--- config.mk ---
export PLATFORM = sky130hd
export DESIGN_NAME = hangul_three_byte_to_nbyte_converter_flat
export DESIGN_NICKNAME = d
export VERILOG_FILES = /design/src/hw/rtl/hnc_pkg.sv /design/src/hw/rtl/hnc_in_if.sv /design/src/hw/rtl/hnc_out_if.sv /design/src/hw/rtl/hangul_three_byte_to_nbyte_converter.sv /design/src/hw/rtl/hnc_decode.sv /design/src/hw/rtl/hnc_serial.sv /design/src/flat_wrapper.sv
export SDC_FILE = /design/constraint.sdc
export NUM_CORES = 1
export LEC_CHECK = 0
export ABC_CLOCK_PERIOD_IN_PS = 13600
export BUFFER_PORTS_ARGS = -buffer_cell sky130_fd_sc_hd__buf_2
export CORE_MARGIN = 2
export CORE_UTILIZATION = 38
export DETAILED_ROUTE_END_ITERATION = 12
export PLACE_DENSITY = 0.55
export SLEW_MARGIN = 5
export SYNTH_ARGS = -nofsm -noshare
export SYNTH_HDL_FRONTEND = slang
export SYNTH_HIERARCHICAL = 1
export SYNTH_SLANG_ARGS = --single-unit
--- constraint.sdc ---
create_clock -name clk -period 13.6 [get_ports clk]
set_input_delay 2.72 -clock clk [delete_from_list [all_inputs] [get_ports clk]]
set_output_delay 2.72 -clock clk [all_outputs]
set_load 0.01 [all_outputs]
--- src/hw/rtl/hnc_pkg.sv ---
`timescale 1ns / 1ps
// Shared types, constants and jamo lookup functions for the Hangul converter.
// Depends on nothing; the converter modules, the checker and the testbench import it.
package hnc_pkg;

  localparam int unsigned BATCH_SLOTS = 6;

  localparam logic [7:0] SHIFT_OUT = 8'h0E;
  localparam logic [7:0] SHIFT_IN  = 8'h0F;
  localparam logic [7:0] NEWLINE   = 8'h0A;

  // Action codes of an input item.
  localparam logic ACT_DATA = 1'b0;
  localparam logic ACT_EOL  = 1'b1;

  // Syllable phase codes.
  localparam logic [1:0] PH_NONE    = 2'd0;
  localparam logic [1:0] PH_INITIAL = 2'd1;
  localparam logic [1:0] PH_MEDIAL  = 2'd2;

  // Result bytes of one item; a set mask bit marks a slot that is sent.
  typedef struct packed {
    logic [BATCH_SLOTS-1:0]      mask;
    logic [BATCH_SLOTS-1:0][7:0] bytes;
  } batch_t;

  // A code is in range when its top bit is set and its offset is small.
  function automatic logic code_in_range(input logic [7:0] code);
    return code[7] && (code[6:5] == 2'b00);
  endfunction

  function automatic logic [7:0] initial_letter(input logic [7:0] code);
    logic [7:0] r;
    r = 8'h00;
    if (code_in_range(code)) begin
      unique case (code[4:0])
        5'd1:  r = "A";
        5'd2:  r = "B";
        5'd3:  r = "D";
        5'd4:  r = "G";
        5'd5:  r = "H";
        5'd6:  r = "I";
        5'd7:  r = "Q";
        5'd8:  r = "R";
        5'd9:  r = "S";
        5'd10: r = "U";
        5'd11: r = "V";
        5'd12: r = "W";
        5'd13: r = "X";
        5'd14: r = "Y";
        5'd15: r = "Z";
        5'd16: r = "[";
        5'd17: r = "\\";
        5'd18: r = "]";
        5'd19: r = "^";
        default: r = 8'h00;
      endcase
    end
    return r;
  endfunction

  function automatic logic [7:0] medial_letter(input logic [7:0] code);
    logic [7:0] r;
    r = 8'h00;
    if (code_in_range(code)) begin
      unique case (code[4:0])
        5'd1:  r = "b";
        5'd2:  r = "c";
        5'd3:  r = "d";
        5'd4:  r = "e";
        5'd5:  r = "f";
        5'd6:  r = "g";
        5'd7:  r = "j";
        5'd8:  r = "k";
        5'd9, 5'd10, 5'd11, 5'd12: r = "l";
        5'd13: r = "r";
        5'd14, 5'd15, 5'd16, 5'd17: r = "s";
        5'd18: r = "w";
        5'd19, 5'd20: r = "z";
        5'd21: r = "|";
        default: r = 8'h00;
      endcase
    end
    return r;
  endfunction

  function automatic logic [7:0] medial_extra_letter(input logic [7:0] code);
    logic [7:0] r;
    r = 8'h00;
    if (code_in_range(code)) begin
      unique case (code[4:0])
        5'd10: r = "b";
        5'd11: r = "c";
        5'd12, 5'd17, 5'd20: r = "|";
        5'd15: r = "f";
        5'd16: r = "g";
        default: r = 8'h00;
      endcase
    end
    return r;
  endfunction

  function automatic logic [7:0] final_letter(input logic [7:0] code);
    logic [7:0] r;
    r = 8'h00;
    if (code_in_range(code)) begin
      unique case (code[4:0])
        5'd1, 5'd3:  r = "A";
        5'd2:        r = "B";
        5'd4, 5'd5, 5'd6: r = "D";
        5'd7:        r = "G";
        5'd8, 5'd9, 5'd10, 5'd11, 5'd12, 5'd13, 5'd14, 5'd15: r = "I";
        5'd16:       r = "Q";
        5'd17, 5'd18: r = "R";
        5'd19:       r = "U";
        5'd20:       r = "V";
        5'd21:       r = "W";
        5'd22:       r = "X";
        5'd23:       r = "Z";
        5'd24:       r = "[";
        5'd25:       r = "\\";
        5'd26:       r = "]";
        5'd27:       r = "^";
        default:     r = 8'h00;
      endcase
    end
    return r;
  endfunction

  function automatic logic [7:0] final_extra_letter(input logic [7:0] code);
    logic [7:0] r;
    r = 8'h00;
    if (code_in_range(code)) begin
      unique case (code[4:0])
        5'd3, 5'd12, 5'd18: r = "U";
        5'd5:  r = "X";
        5'd6, 5'd15: r = "^";
        5'd9:  r = "A";
        5'd10: r = "Q";
        5'd11: r = "R";
        5'd13: r = "\\";
        5'd14: r = "]";
        default: r = 8'h00;
      endcase
    end
    return r;
  endfunction

endpackage

--- src/hw/rtl/hnc_in_if.sv ---
`timescale 1ns / 1ps
// Input channel of the Hangul converter: valid/ready handshake with action and byte.
// Depends on nothing.
interface hnc_in_if;
  logic       valid;
  logic       ready;
  logic       action;
  logic [7:0] in_byte;

  modport source (output valid, output action, output in_byte, input ready);
  modport sink   (input valid, input action, input in_byte, output ready);
endinterface

--- src/hw/rtl/hnc_out_if.sv ---
`timescale 1ns / 1ps
// Output channel of the Hangul converter: valid/ready handshake with one result byte.
// Depends on nothing.
interface hnc_out_if;
  logic       valid;
  logic       ready;
  logic [7:0] out_byte;
  logic       last_of_run;

  modport source (output valid, output out_byte, output last_of_run, input ready);
  modport sink   (input valid, input out_byte, input last_of_run, output ready);
endinterface

--- src/hw/rtl/hangul_three_byte_to_nbyte_converter.sv ---
`timescale 1ns / 1ps
// Hangul three-byte to shift-code converter, top level.
// Depends on hnc_pkg, hnc_in_if, hnc_out_if, hnc_decode and hnc_serial.
//
// Usage: input items arrive on in_chan (action, in_byte) and result items
// leave on out_chan (out_byte, last_of_run), both with a valid/ready
// handshake. An item is taken at a rising edge where valid and ready are
// both high. A data item either passes its byte through, opens or extends
// a three-byte syllable, or completes a syllable and yields its letters.
// An end-of-line item closes Korean mode and yields a newline.
//
// The first result of an item is offered in the cycle after the item is
// taken. An item yields at most six results, and the single result
// register sends one byte a cycle while the receiver is ready. The next
// item is taken in the same cycle as the final result of the previous
// one leaves.
//
// Reset (rst, synchronous) returns the block to ASCII mode with no syllable
// pending and empties the result register. When the receiver stalls, the
// current result holds steady and in_chan.ready stays low until the
// final result of the batch held has been taken.
module hangul_three_byte_to_nbyte_converter
  import hnc_pkg::*;
(
  input  logic      clk,
  input  logic      rst,
  hnc_in_if.sink    in_chan,
  hnc_out_if.source out_chan
);

  batch_t batch;
  logic   can_load;
  logic   accept;

  // A new item is taken only when the result register is free or frees now.
  assign in_chan.ready = can_load;
  assign accept        = in_chan.valid && can_load;

  hnc_decode u_decode (
    .clk     (clk),
    .rst     (rst),
    .accept  (accept),
    .action  (in_chan.action),
    .in_byte (in_chan.in_byte),
    .batch   (batch)
  );

  hnc_serial u_serial (
    .clk      (clk),
    .rst      (rst),
    .load     (accept),
    .batch_in (batch),
    .can_load (can_load),
    .out_chan (out_chan)
  );

endmodule

--- src/hw/rtl/hnc_decode.sv ---
`timescale 1ns / 1ps
// Line state (mode, syllable phase, held jamo codes) and result batch builder.
// Depends on hnc_pkg.
module hnc_decode
  import hnc_pkg::*;
(
  input  logic       clk,
  input  logic       rst,
  input  logic       accept,
  input  logic       action,
  input  logic [7:0] in_byte,
  output batch_t     batch
);

  logic       korean_mode;
  logic [1:0] syllable_phase;
  logic [7:0] initial_code;
  logic [7:0] medial_code;

  logic       korean_mode_next;
  logic [1:0] syllable_phase_next;

  logic [7:0] l_init;
  logic [7:0] l_med;
  logic [7:0] l_medx;
  logic [7:0] l_fin;
  logic [7:0] l_finx;

  assign l_init = initial_letter(initial_code);
  assign l_med  = medial_letter(medial_code);
  assign l_medx = medial_extra_letter(medial_code);
  assign l_fin  = final_letter(in_byte);
  assign l_finx = final_extra_letter(in_byte);

  always_comb begin
    korean_mode_next    = korean_mode;
    syllable_phase_next = syllable_phase;
    batch.mask          = '0;
    batch.bytes         = '0;
    if (action == ACT_EOL) begin
      syllable_phase_next = PH_NONE;
      korean_mode_next    = 1'b0;
      batch.mask[0]       = korean_mode;
      batch.bytes[0]      = SHIFT_IN;
      batch.mask[1]       = 1'b1;
      batch.bytes[1]      = NEWLINE;
    end else if (syllable_phase == PH_INITIAL) begin
      syllable_phase_next = PH_MEDIAL;
    end else if (syllable_phase == PH_MEDIAL) begin
      // Third byte of a syllable: emit its letters, empty slots are skipped.
      syllable_phase_next = PH_NONE;
      korean_mode_next    = 1'b1;
      batch.mask[0]       = !korean_mode;
      batch.bytes[0]      = SHIFT_OUT;
      batch.mask[1]       = |l_init;
      batch.bytes[1]      = l_init;
      batch.mask[2]       = |l_med;
      batch.bytes[2]      = l_med;
      batch.mask[3]       = |l_medx;
      batch.bytes[3]      = l_medx;
      batch.mask[4]       = |l_fin;
      batch.bytes[4]      = l_fin;
      batch.mask[5]       = |l_finx;
      batch.bytes[5]      = l_finx;
    end else if (in_byte[7]) begin
      syllable_phase_next = PH_INITIAL;
    end else begin
      syllable_phase_next = PH_NONE;
      korean_mode_next    = 1'b0;
      batch.mask[0]       = korean_mode;
      batch.bytes[0]      = SHIFT_IN;
      batch.mask[1]       = 1'b1;
      batch.bytes[1]      = in_byte;
    end
  end

  always_ff @(posedge clk) begin
    if (rst) begin
      korean_mode    <= 1'b0;
      syllable_phase <= PH_NONE;
      initial_code   <= 8'h00;
      medial_code    <= 8'h00;
    end else if (accept) begin
      korean_mode    <= korean_mode_next;
      syllable_phase <= syllable_phase_next;
      if (action == ACT_DATA && syllable_phase == PH_NONE && in_byte[7]) begin
        initial_code <= in_byte;
      end
      if (action == ACT_DATA && syllable_phase == PH_INITIAL) begin
        medial_code <= in_byte;
      end
    end
  end

endmodule

--- src/hw/rtl/hnc_serial.sv ---
`timescale 1ns / 1ps
// Result register: holds one batch and sends its marked slots one per cycle while the receiver is ready.
// Depends on hnc_pkg and hnc_out_if.
module hnc_serial
  import hnc_pkg::*;
(
  input  logic             clk,
  input  logic             rst,
  input  logic             load,
  input  batch_t           batch_in,
  output logic             can_load,
  hnc_out_if.source        out_chan
);

  logic [BATCH_SLOTS-1:0]      mask;
  logic [BATCH_SLOTS-1:0]      mask_next;
  logic [BATCH_SLOTS-1:0][7:0] bytes;
  logic [BATCH_SLOTS-1:0]      rest;
  logic [2:0]                  sel;
  logic                        single;
  logic                        take;

  // Lowest marked slot goes out first.
  always_comb begin
    sel = '0;
    for (int i = BATCH_SLOTS - 1; i >= 0; i--) begin
      if (mask[i]) begin
        sel = 3'(i);
      end
    end
  end

  assign rest   = mask & (mask - BATCH_SLOTS'(1));
  assign single = (rest == '0);

  assign out_chan.valid       = |mask;
  assign out_chan.out_byte    = bytes[sel];
  assign out_chan.last_of_run = single;

  assign take     = out_chan.valid && out_chan.ready;
  assign can_load = (mask == '0) || (take && single);

  always_comb begin
    if (load) begin
      mask_next = batch_in.mask;
    end else if (take) begin
      mask_next = rest;
    end else begin
      mask_next = mask;
    end
  end

  always_ff @(posedge clk) begin
    if (rst) begin
      mask <= '0;
    end else begin
      mask <= mask_next;
    end
  end

  always_ff @(posedge clk) begin
    if (load) begin
      bytes <= batch_in.bytes;
    end
  end

endmodule

--- src/flat_wrapper.sv ---
// flat-port wrapper written by rule: the top's interface ports become plain ports
module hangul_three_byte_to_nbyte_converter_flat import hnc_pkg::*;
  (clk, rst, in_chan_valid, in_chan_action, in_chan_in_byte, in_chan_ready, out_chan_valid, out_chan_out_byte, out_chan_last_of_run, out_chan_ready);
  hnc_in_if in_chan_i ();
  hnc_out_if out_chan_i ();
  input  logic clk;
  input  logic rst;
  input wire logic [$bits(in_chan_i.valid)-1:0] in_chan_valid;
  input wire logic [$bits(in_chan_i.action)-1:0] in_chan_action;
  input wire logic [$bits(in_chan_i.in_byte)-1:0] in_chan_in_byte;
  output wire logic [$bits(in_chan_i.ready)-1:0] in_chan_ready;
  output wire logic [$bits(out_chan_i.valid)-1:0] out_chan_valid;
  output wire logic [$bits(out_chan_i.out_byte)-1:0] out_chan_out_byte;
  output wire logic [$bits(out_chan_i.last_of_run)-1:0] out_chan_last_of_run;
  input wire logic [$bits(out_chan_i.ready)-1:0] out_chan_ready;
  assign in_chan_i.valid = in_chan_valid;
  assign in_chan_i.action = in_chan_action;
  assign in_chan_i.in_byte = in_chan_in_byte;
  assign in_chan_ready = in_chan_i.ready;
  assign out_chan_valid = out_chan_i.valid;
  assign out_chan_out_byte = out_chan_i.out_byte;
  assign out_chan_last_of_run = out_chan_i.last_of_run;
  assign out_chan_i.ready = out_chan_ready;
  hangul_three_byte_to_nbyte_converter u_core (.clk(clk), .rst(rst), .in_chan(in_chan_i), .out_chan(out_chan_i));
endmodule
==> flow_metrics.tcl, run 1 <==
set metrics [dict create \
    status "finished clean" \
    antenna_found_initial 0 \
    area_growth_pct 8.31 \
    ys_seq_area_share_pct 43.6 \
    crit_type "input port to output port" \
    critPathArrivalTime_ps 3790 \
    first_pass_iters 4 \
    power_frac_comb_pct 9.6 \
    ys_seq_elements 85 \
    switching_share_pct 23.5 \
    maxCapViolCount 0 \
    yosys.area.top_type "edfxtp_1" \
    hold_viol 0 \
    cp_max_fo 5 \
    overflow 0 \
    drt_drc_violations_left 0 \
    required_ps 10880 \
    cts_buffers 9 \
    cts-root-buf "clkbuf_16" \
    drv_slew 0 \
    p_int_uw 470 \
    synthTopCellsByArea "edfxtp_1 (29%), dfxtp_1 (15%), a21oi_1 (4.7%), ha_1 (4.0%), buf_4 (3.5%)" \
    p_seq_share_pct 47.1 \
    rows 41 \
    ys_warn_count 6 \
    final_nets 543 \
    start_kind "input port" \
    dieArea_um2 14100 \
    synth_top_area_share_pct 28.8 \
    grt_start_max_net_pins 65 \
    rsz0062_at_grt "no" \
    grt_pass1_vias 3546 \
    layout-drive-gt1-share_pct 14.5 \
    syn_area_per_cell_um2 9.69 \
    hold_buffers 0 \
    synth_async_sr_flop_share_pct 0 \
    peakVddDrop_mv 0.0744 \
    clk_pin_slew_ps 60 \
    post_cts_resized 0 \
    crit_chain "buf_2, inv_1, maj3_1, o22a_1, o21ai_0, buf_2" \
    coreArea_um2 12700 \
    cts_tree "built" \
    clock_path_buffers 2 \
    portBuffers 23 \
    rrSetupSlack_ps 9090 \
    synth.distinct_cells 77 \
    timing.rr.start "u_core/u_serial/mask[1]" \
    leakage_uw 0.00203 \
    final_common_cell "edfxtp_1" \
    slew_headroom_pct 45.7 \
    fin_crit_sh_pct 47.8 \
    slowest_stage "maj3_1" \
    syn-cell-area_um2 5000 \
    layout_min_cycle_time_ps 6510 \
    layout.cells.non_filler 691 \
    viasPerCell 5.32 \
    dpl.hpwl_um 7610 \
    p_switching_uw 144 \
    grt_use_total_pct 15.8 \
    worstMarginPinSlew_ps 812 \
    io_pins 24 \
    cts_setup_buffers 0 \
    utilization_pct 42.6 \
    cts_max_level 3 \
    ant_nets 0 \
    synth_cells 516 \
    end_kind "output port" \
    die_w_um 119 \
    wl_um 10800 \
    gp_congestion 0.796 \
    synth_edf_count 48 \
    wl_per_cell_um 15.6 \
    final_cell_mix "edfxtp_1 (48), a21oi_1 (47), nor2_1 (42)" \
    worst_path_most_repeated_cell "buf_2" \
    hp-class "flip-flop to flip-flop" \
    antennaDiodeCount 0 \
    fillers 1280 \
    finalClockSkew_ps 3.89 \
    die-height_um 119 \
    endpoint "in_chan_ready" \
    p_clk_share_pct 43.3 \
    start_util_pct 39.3 \
    place_inst 675 \
    setup_tns_ps 0 \
    grt_pass1_wl_um 17900 \
    insertion_delay_ps 330 \
    startpoint "out_chan_ready" \
    num_vias 3679 \
    ys.flop_type "edfxtp_1" \
    max_freq_mhz 154 \
    power.density_nw_per_um2 113 \
    setup_viol 0 \
    cp_slowest_stage_delay_ps 350 \
    cts_sinks 85 \
    r2r_cells 14 \
    drt-initial-drc-count 207 \
]
how the worst min path moves through the flow:
stage	startpoint	end	slack, ps	cells past startpoint
after floorplan	u_core/u_decode/initial_code[6]	u_core/u_decode/initial_code[6]	440	2
after global placement	u_core/u_decode/medial_code[6]	u_core/u_decode/medial_code[6]	440	2
after detailed placement	u_core/u_decode/initial_code[5]	u_core/u_decode/initial_code[5]	450	2
after CTS	u_core/u_decode/initial_code[5]	u_core/u_decode/initial_code[5]	460	2
after global routing	u_core/u_decode/medial_code[6]	u_core/u_decode/medial_code[6]	490	2
final	u_core/u_decode/medial_code[5]	u_core/u_decode/medial_code[5]	460	2
layer usage:
metal	global-route usage (%)	wire length, um	vias up
li1	-	-	1860
met1	21.5	5240	1748
met2	24.7	4970	60
met3	4.05	371	11
met4	5.13	176	0
met5	0	0	-
cells by family after synthesis:
| group | count (synthesis) | synth area share (%) |
|---|---|---|
| AND/OR/NAND/NOR | 184 | 20.4 |
| AO/OA/AOI/OAI | 133 | 17.6 |
| flip-flops | 85 | 43.6 |
| buffers and inverters | 66 | 7.28 |
| multiplexers | 25 | 5.96 |
| adder cells (fa/ha/maj) | 18 | 4.40 |
| XOR/XNOR | 4 | 0.701 |
| other | 1 | 0.0750 |
metrics by stage:
step	hold WS [ps]	setup WS (ps)	total power (uW)	area (um2)
floorplan	436	6490	340	5040
global placement	445	6990	353	5090
detailed placement	452	6880	354	5090
CTS	462	7100	623	5420
global route	486	6850	642	5420
finish	459	7090	614	5420
Yosys cell counts (7+ instances only):
master / number
edfxtp_1: 48
a21oi_1: 47
nor2_1: 42
nand2_1: 39
dfxtp_1: 37
buf_4: 23
nand2b_1: 21
ha_1: 16
o22ai_1: 16
mux2i_1: 15
inv_1: 14
o21ai_0: 12
buf_2: 10
nand3_1: 10
and2_1: 9
clkbuf_1: 9
a211o_1: 7
nor2b_1: 7
nor3_2: 7
power groups by stage:
stage | logic (uW) | registers (uW) | clock network (uW)
after floorplan | 47.5 | 293 | 0
after global placement | 58.1 | 295 | 0
after detailed placement | 58.6 | 295 | 0
after CTS | 59.0 | 289 | 274
after global routing | 65.8 | 290 | 286
final | 58.9 | 289 | 266
final cells by class:
| class | count | area [um2] | share of cell area, % |
|---|---|---|---|
| clock buffers | 9 | 225 | 4.16 |
| clock inverters | 7 | 104 | 1.92 |
| inverters | 19 | 73.8 | 1.36 |
| multi-input cells | 375 | 2490 | 46.0 |
| flip-flops and latches | 85 | 2180 | 40.3 |
| well taps | 172 | 215 | 3.97 |
| repair buffers | 24 | 123 | 2.26 |
worst max-delay path: cells and delay by family:
kind	cells	cell delay, ps
AOI/OAI and AO/OA	2	360
buffers and inverters	3	350
adders and majority gates	1	350
Note: power is estimated with default switching activity, not from simulation.
==> run 2, diff against run 1 <==
--- a/config.mk
+++ b/config.mk
@@ -5,7 +5,7 @@
 export SDC_FILE = /design/constraint.sdc
 export NUM_CORES = 1
 export LEC_CHECK = 0
-export ABC_CLOCK_PERIOD_IN_PS = 13600
+export ABC_CLOCK_PERIOD_IN_PS = 6300
 export BUFFER_PORTS_ARGS = -buffer_cell sky130_fd_sc_hd__buf_2
 export CORE_MARGIN = 2
 export CORE_UTILIZATION = 38
==> constraint.sdc (replaced) <==
create_clock -name clk -period 6.3 [get_ports clk]
set_input_delay 1.26 -clock clk [delete_from_list [all_inputs] [get_ports clk]]
set_output_delay 1.26 -clock clk [all_outputs]
set_load 0.01 [all_outputs]
==> run 2 against run 1 <==
Utilization shrank 0.47 points; via count grew 1.8%; count of clock-buffer cells in the layout grew 1; clock skew grew 6.2 ps; final area shrank 1.1%; hold slack gained 4.0 ps; register-to-register slack lost 7100 ps.
==> flow_metrics.tcl, run 2 (synthesis results as in run 1) <==
set metrics [dict create \
    final_cell_mix "edfxtp_1 (48), a21oi_1 (47), nor2_1 (42)" \
    max_freq_mhz 215 \
    utilization_pct 42.1 \
    setup_tns_ps 0 \
    layout_min_cycle_time_ps 4660 \
    status "finished clean" \
    switching_share_pct 24.6 \
    ff_latch_area_um2 2180 \
    drt_drc_violations_left 0 \
    cp_slowest_stage_delay_ps 800 \
    grt_pass1_vias 3590 \
    p_switching_uw 302 \
    p_clk_share_pct 38.8 \
    p_int_uw 927 \
    clk_pin_slew_ps 60 \
    first_pass_iters 4 \
    worstHoldStart "u_core/u_decode/initial_code[5]" \
    p_seq_share_pct 50.8 \
    grt_start_max_net_pins 64 \
    place_inst 675 \
    peakVddDrop_mv 0.113 \
    overflow 0 \
    rsz0062_at_grt "no" \
    drt-initial-drc-count 340 \
    viasPerCell 5.42 \
    place_ws_ps 1280 \
    fin_crit_sh_pct 74.0 \
    critPathArrivalTime_ps 4860 \
    slew_headroom_pct 42.6 \
    dieArea_um2 14100 \
    cts_tree "built" \
    final_nets 543 \
    antennaDiodeCount 0 \
    crit_type "input port to flip-flop" \
    hold_viol 0 \
    end_kind "flip-flop" \
    cts_buffers 9 \
    start_util_pct 39.3 \
    fillers 1293 \
    maxCapViolCount 0 \
    required_ps 6500 \
    io_pins 24 \
    wl_um 11400 \
    timing.rr.start "u_core/u_serial/mask[1]" \
    die_w_um 119 \
    antenna_found_initial 0 \
    drv_slew 0 \
    layout.cells.non_filler 691 \
    hold_buffers 0 \
    layout-drive-gt1-share_pct 14.1 \
    coreArea_um2 12700 \
    power_frac_comb_pct 10.4 \
    final_common_cell "edfxtp_1" \
    cts_setup_buffers 0 \
    critical_path_buf_inv_count 3 \
    wl_per_cell_um 16.5 \
    multi_input_area_um2 2490 \
    leakage_uw 0.00199 \
    setup_viol 0 \
    finalClockSkew_ps 10.1 \
    dpl.hpwl_um 8050 \
    cts_sinks 85 \
    path_delay_family "multiplexers" \
    portBuffers 23 \
    hold_ws_ps 463 \
    clock_path_buffers 2 \
    grt_pass1_wl_um 18300 \
    die-height_um 119 \
    power.density_nw_per_um2 230 \
    area_growth_pct 7.11 \
    worstMarginPinSlew_ps 858 \
    gp_congestion 0.855 \
    startpoint "out_chan_ready" \
    start_kind "input port" \
    slowest_stage "mux2i_2" \
    insertion_delay_ps 340 \
    grt_use_total_pct 16.5 \
    num_vias 3746 \
    fin_ws_ps 1640 \
    post_cts_resized 0 \
    hp-class "flip-flop to flip-flop" \
    ant_nets 0 \
    rows 41 \
    crit_chain "buf_2, inv_1, maj3_1, o22a_1, o21ai_0, and2_2, buf_4, nand4bb_1, mux2i_2, mux2_2, nand3_1, o311ai_1" \
    cts-root-buf "clkbuf_16" \
    cts_max_level 3 \
    cp_max_fo 63 \
]
run 2: changes by cell type in the layout (fill, tap and decap cells not counted), sizes merged:
cell      before  now
clkinvlp       2    4
bufinv         2    0
clkbuf         9   10
inv           21   18
clkinv         1    3
run 2: final cells by class:
type	count	share of cell area, %
clock inverters	6	0.748
well taps	172	4.02
inverters	19	1.38
multi-input cells	375	46.5
flip-flops and latches	85	40.7
repair buffers	24	2.29
clock buffers	10	4.28
run 2: power groups by stage:
| stage | clock (uW) | sequential (uW) | combinational [uW] |
|---|---|---|---|
| 2_1_floorplan | 0 | 632 | 102 |
| 5_1_grt | 513 | 626 | 143 |
| 6_report | 476 | 624 | 128 |
| 3_3_place_gp | 0 | 636 | 126 |
| 3_5_place_dp | 0 | 637 | 127 |
| 4_1_cts | 490 | 625 | 128 |
run 2: final timing paths:
path,endpoint,slack (ps),depth (start not counted)
setup / recovery,flip-flop,1640,12
hold / removal,u_core/u_decode/initial_code[5],460,2
setup reg to reg,flip-flop,2030,10
hold reg to reg,u_core/u_decode/initial_code[5],460,2
run 2: per-stage QoR:
stage | instance area [um2] | power (uW)
after global routing | 5360 | 1280
after detailed placement | 5090 | 764
final | 5360 | 1230
after global placement | 5090 | 761
after floorplan | 5040 | 735
after CTS | 5360 | 1240
run 2: routing by layer:
metal | vias to the layer above | track usage, % | routed length, um
met3 | 13 | 3.91 | 487
met4 | 0 | 5.80 | 153
li1 | 1855 | - | -
met5 | - | 0 | 0
met2 | 81 | 25.6 | 5190
met1 | 1797 | 22.4 | 5550
run 2: tightest hold or removal path, delay by kind of cell (launching register included):
kind	cells	cell delay (ps)
flip-flops	1	310
AO/OA/AOI/OAI	1	60
AND/OR/NAND/NOR	1	50
